`config.mk`:
```
export PLATFORM = sky130hd
export DESIGN_NAME = bbis_ctrl
export DESIGN_NICKNAME = d
export VERILOG_FILES = /design/src/hdl/bbis_pkg.sv /design/src/hdl/bbis_ctrl.sv
export SDC_FILE = /design/constraint.sdc
export NUM_CORES = 1
export LEC_CHECK = 0
export BUFFER_PORTS_ARGS = -buffer_cell sky130_fd_sc_hd__buf_2
export CORE_MARGIN = 3
export CORE_UTILIZATION = 40
export CTS_BUF_LIST = sky130_fd_sc_hd__clkbuf_8 sky130_fd_sc_hd__clkbuf_16
export DETAILED_ROUTE_END_ITERATION = 8
export PLACE_DENSITY = 0.8
export SLEW_MARGIN = 20
export SYNTH_ARGS = -nofsm -noshare
export SYNTH_HDL_FRONTEND = slang
export SYNTH_SLANG_ARGS = --single-unit
export TNS_END_PERCENT = 100
```
`constraint.sdc`:
```
create_clock -name clk -period 3.1 [get_ports clk]
set_input_delay 0.465 -clock clk [delete_from_list [all_inputs] [get_ports clk]]
set_output_delay 0.465 -clock clk [all_outputs]
set_load 0.02 [all_outputs]
```
`src/hdl/bbis_pkg.sv`:
```
// ----------------------------------------------------------------------------
// bbis_pkg: shared types and constants of the B-spline image scaler
// Field widths, arithmetic widths and the controller/datapath interface.
// ----------------------------------------------------------------------------
package bbis_pkg;

  localparam int IDX_W    = 12;
  localparam int PIX_W    = 8;
  localparam int DIM_W    = 9;
  localparam int STEP_W   = 20;
  localparam int CFG_W    = 20;
  localparam int CFGI_W   = 2;
  localparam int POS_W    = IDX_W + STEP_W;
  localparam int CMP_W    = 32;
  localparam int T_W      = 8;
  localparam int U_W      = T_W + 1;
  localparam int T2_W     = 2 * T_W;
  localparam int U2_W     = 2 * U_W - 1;
  localparam int T3_W     = 3 * T_W;
  localparam int U3_W     = 3 * T_W + 1;
  localparam int W_W      = 27;
  localparam int PROD_W   = W_W + PIX_W;
  localparam int INNER_W  = PROD_W + 2;
  localparam int LO_W     = 19;
  localparam int HI_W     = INNER_W - LO_W;
  localparam int MLO_W    = W_W + LO_W;
  localparam int MHI_W    = W_W + HI_W;
  localparam int SUM_W    = 62;
  localparam int DIV_SH   = 50;
  localparam int X_W      = SUM_W - DIV_SH;
  localparam int RECIP    = 3641;
  localparam int RECIP_W  = 12;
  localparam int RECIP_SH = 15;
  localparam int Q_W      = X_W + RECIP_W - RECIP_SH;
  localparam int SIZE_MIN = 4;
  localparam int SCALE_S  = 256;
  localparam int S3       = SCALE_S * SCALE_S * SCALE_S;
  localparam int PIX_MAX  = 255;

  typedef enum logic [CFGI_W-1:0] {
    CFG_SRC_WIDTH  = 2'd0,
    CFG_SRC_HEIGHT = 2'd1,
    CFG_ROW_STEP   = 2'd2,
    CFG_COL_STEP   = 2'd3
  } cfg_idx_t;

  typedef struct packed {
    logic       cfg_we;
    logic       load_we;
    logic       capture;
    logic       pos_en;
    logic       split_en;
    logic       w1_en;
    logic       w2_en;
    logic       issue;
    logic [3:0] tap;
    logic       div_en;
    logic       out_load;
  } cmd_t;

  typedef struct packed {
    logic sum_done;
  } stat_t;

endpackage

```
`src/hdl/bbis_ctrl.sv`:
```
// ----------------------------------------------------------------------------
// bbis_ctrl: sequencer of the B-spline image scaler
// Walks one compute through position, weight, fetch and divide steps.
// ----------------------------------------------------------------------------
module bbis_ctrl
  import bbis_pkg::*;
(
  input  logic  clk,
  input  logic  rst,
  input  logic  in_valid,
  output logic  in_ready,
  input  logic  mode,
  input  logic  cfg_valid,
  output logic  out_valid,
  input  logic  out_ready,
  output cmd_t  cmd,
  input  stat_t stat
);

  typedef enum logic [3:0] {
    IDLE, POS, SPLIT, W1, W2, FETCH, DRAIN, DIV, OUT
  } state_t;

  state_t     state;
  logic [3:0] tap;
  logic       acc;

  assign in_ready = (state == IDLE);
  assign acc      = in_valid && in_ready;

  always_comb begin
    cmd          = '0;
    cmd.cfg_we   = cfg_valid;
    cmd.load_we  = acc && !mode;
    cmd.capture  = acc && mode;
    cmd.pos_en   = (state == POS);
    cmd.split_en = (state == SPLIT);
    cmd.w1_en    = (state == W1);
    cmd.w2_en    = (state == W2);
    cmd.issue    = (state == FETCH);
    cmd.tap      = tap;
    cmd.div_en   = (state == DIV);
    cmd.out_load = (state == OUT) && (!out_valid || out_ready);
  end

  always_ff @(posedge clk) begin
    if (rst) begin
      state     <= IDLE;
      tap       <= '0;
      out_valid <= 1'b0;
    end else begin
      if (out_valid && out_ready) out_valid <= 1'b0;
      unique case (state)
        IDLE: begin
          if (acc && mode) state <= POS;
        end
        POS:   state <= SPLIT;
        SPLIT: state <= W1;
        W1:    state <= W2;
        W2: begin
          tap   <= '0;
          state <= FETCH;
        end
        FETCH: begin
          tap <= tap + 4'd1;
          if (tap == 4'd15) state <= DRAIN;
        end
        DRAIN: begin
          if (stat.sum_done) state <= DIV;
        end
        DIV: state <= OUT;
        OUT: begin
          if (!out_valid || out_ready) begin
            out_valid <= 1'b1;
            state     <= IDLE;
          end
        end
        default: state <= IDLE;
      endcase
    end
  end

endmodule

```
==> reports/metrics.yaml <==
outcome: "complete, no violations"
cts_tree: "done"
cap_viol_max_count: 0
final_nets: 99
dr.pass1.iters: 4
met2RoutedLength_um: 595
place_congestion: 0.765
grt_start_max_net_pins: 17
io_buffers: 20
rsz0062_at_grt: "no"
synth-async-reset-ratio_pct: 0
diodes: 0
viasPerCell: 5.34
antenna_found_initial: 0
tns_ps: 0
grt_pass1_vias: 459
grt.overflow.total: 0
grt_usage_pct: 14.2
synthCells: 72
finalMaxSlewViolations: 0
powerDensity_nw_per_um2: 471
maxSlewHeadroom_pct: 60.7
wl_met3_um: 65
dieHeight_um: 44.6
synth_top_flop_cell: "dfxtp_1"
end_kind: "output port"
setup_viol: 0
wl_mm: 1.23
num_io_pins: 23
ys_warn_count: 0
fp.dieArea_sq_um: 1990
netlist_area_sq_um: 596
post-dp-hpwl_um: 935
hold_buffers: 0
cts_resized: 0
syn-num-nets: 80
syn_to_final_growth_pct: 20.6
min_period_over_period_pct: 63.4
yosysUniqueCellTypes: 32
ys_seq_area_share_pct: 30.3
ys_seq_elements: 9
cts_post_setup_buffers_inserted: 0
final_common_cell: "buf_2"
cts.sinks: 9
fin_skew_ps: 4.19
final-hold-violation-count: 0
place_ws_ps: 1390
root_buffer: "clkbuf_8"
crit_required_ps: 2630
dieWidth_um: 44.6
worst_slack_ps: 1140
post-place-cells: 101
cp-start-kind: "flop"
drcViolationCount: 0
cp_max_fo: 16
power_leakage_nw: 0.326
grt_pass1_wl_mm: 1.99
fin_util_pct: 53.2
initial_core_util_pct: 44.1
crit_type: "flop to output port"
vias: 561
synth_edf_count: 0
fin_crit_ps: 1960
coreArea_sq_um: 1350
cts-buffers-inserted: 3
fillers: 126
routedWlPerCell_um: 11.7
ir_worst_vdd_mv: 0.201
layout_common_cells: "buf_2 (20), nor2_1 (13), dfxtp_1 (9), nand2_1 (7), a21oi_1 (6)"
layout.cells.non_filler: 105
synth.avg_cell_area_sq_um: 8.27
fmax_mhz: 509
m1WireLength_um: 521
clk_path_buf_depth: 2
drive_gt1_share_pct: 36.7
multi_input_area_sq_um: 367
hp-class: "flop to flop"
tightest_slew_ps: 589
num_rows: 13
regArea_sq_um: 180
clkTransAtPathRegs_ps: 40
drt_iter0_drc: 9
insertion_delay_ps: 240
ant_nets: 0
htree_levels: 1
highest_layer: "met4"
cp.arrival_ps: 1500
-- per-layer routing --
layer  track usage [%]  up-vias
li1                  -      291
met1              15.2      252
met2              22.6       13
met3              4.88        5
met4              10.8        0
met5                 0        -
-- critical path: stages, from the launching register on --
cell and delay [ps]:
dfxtp_1 690, nand2_1 90, nor3_1 260, buf_2 230
-- per-stage QoR --
stage,hold WS (ps),total power [W],cell area [sq um]
after global placement,481,0.000206,673
after floorplan,555,0.000193,596
after CTS,489,0.000344,718
after global routing,530,0.000356,718
after detailed placement,484,0.000208,673
final,489,0.000338,718
-- logic make-up (layout without fill, tap and decap cells) --
family	after synthesis	count (layout)	share of synthesized area, %
buf+inv	8	26	8.19
fa+ha+maj	1	1	2.10
flops	9	9	30.3
simple gates	42	42	44.7
compound gates	12	12	14.7
-- sequential cells by signal, summed over array words and instances, names as in the netlist --
register   count
out_valid      1
state          4
tap            4
-- Yosys cell counts, drive strengths merged (2+ instances only) --
library cell  instances  area share, %
nor2                 13            8.2
dfxtp                 9             30
nand2                 8            5.5
a21oi                 6            5.0
buf                   5            6.3
and3                  4            5.5
nor2b                 4            4.2
nand3                 3            2.5
nor3b                 2            2.5
nor4b                 2            5.5
-- final timing paths --
check                start        to  slack, ps  cells past startpoint
setup / recovery  state[0]    cmd[8]       1140                      3
hold / removal      tap[1]    tap[1]        490                      2
setup reg to reg  state[0]  state[1]       1460                      5
hold reg to reg     tap[1]    tap[1]        490                      2
-- cell type report --
type,count,share of cell area [%]
inverter,2,1.05
sequential,9,25.1
timing repair buffer,20,13.9
tap,15,2.61
clock buffer,3,5.75
clock inverter,1,0.523
multi-input combinational,55,51.0
-- power breakdown --
part	total [W]	switching, W	internal, W
Combinational	0.0000698	0.0000377	0.0000321
Sequential	0.000136	0.0000158	0.000120
Clock	0.000132	0.0000460	0.0000862
No activity file was read; power rests on OpenSTA's default activity.
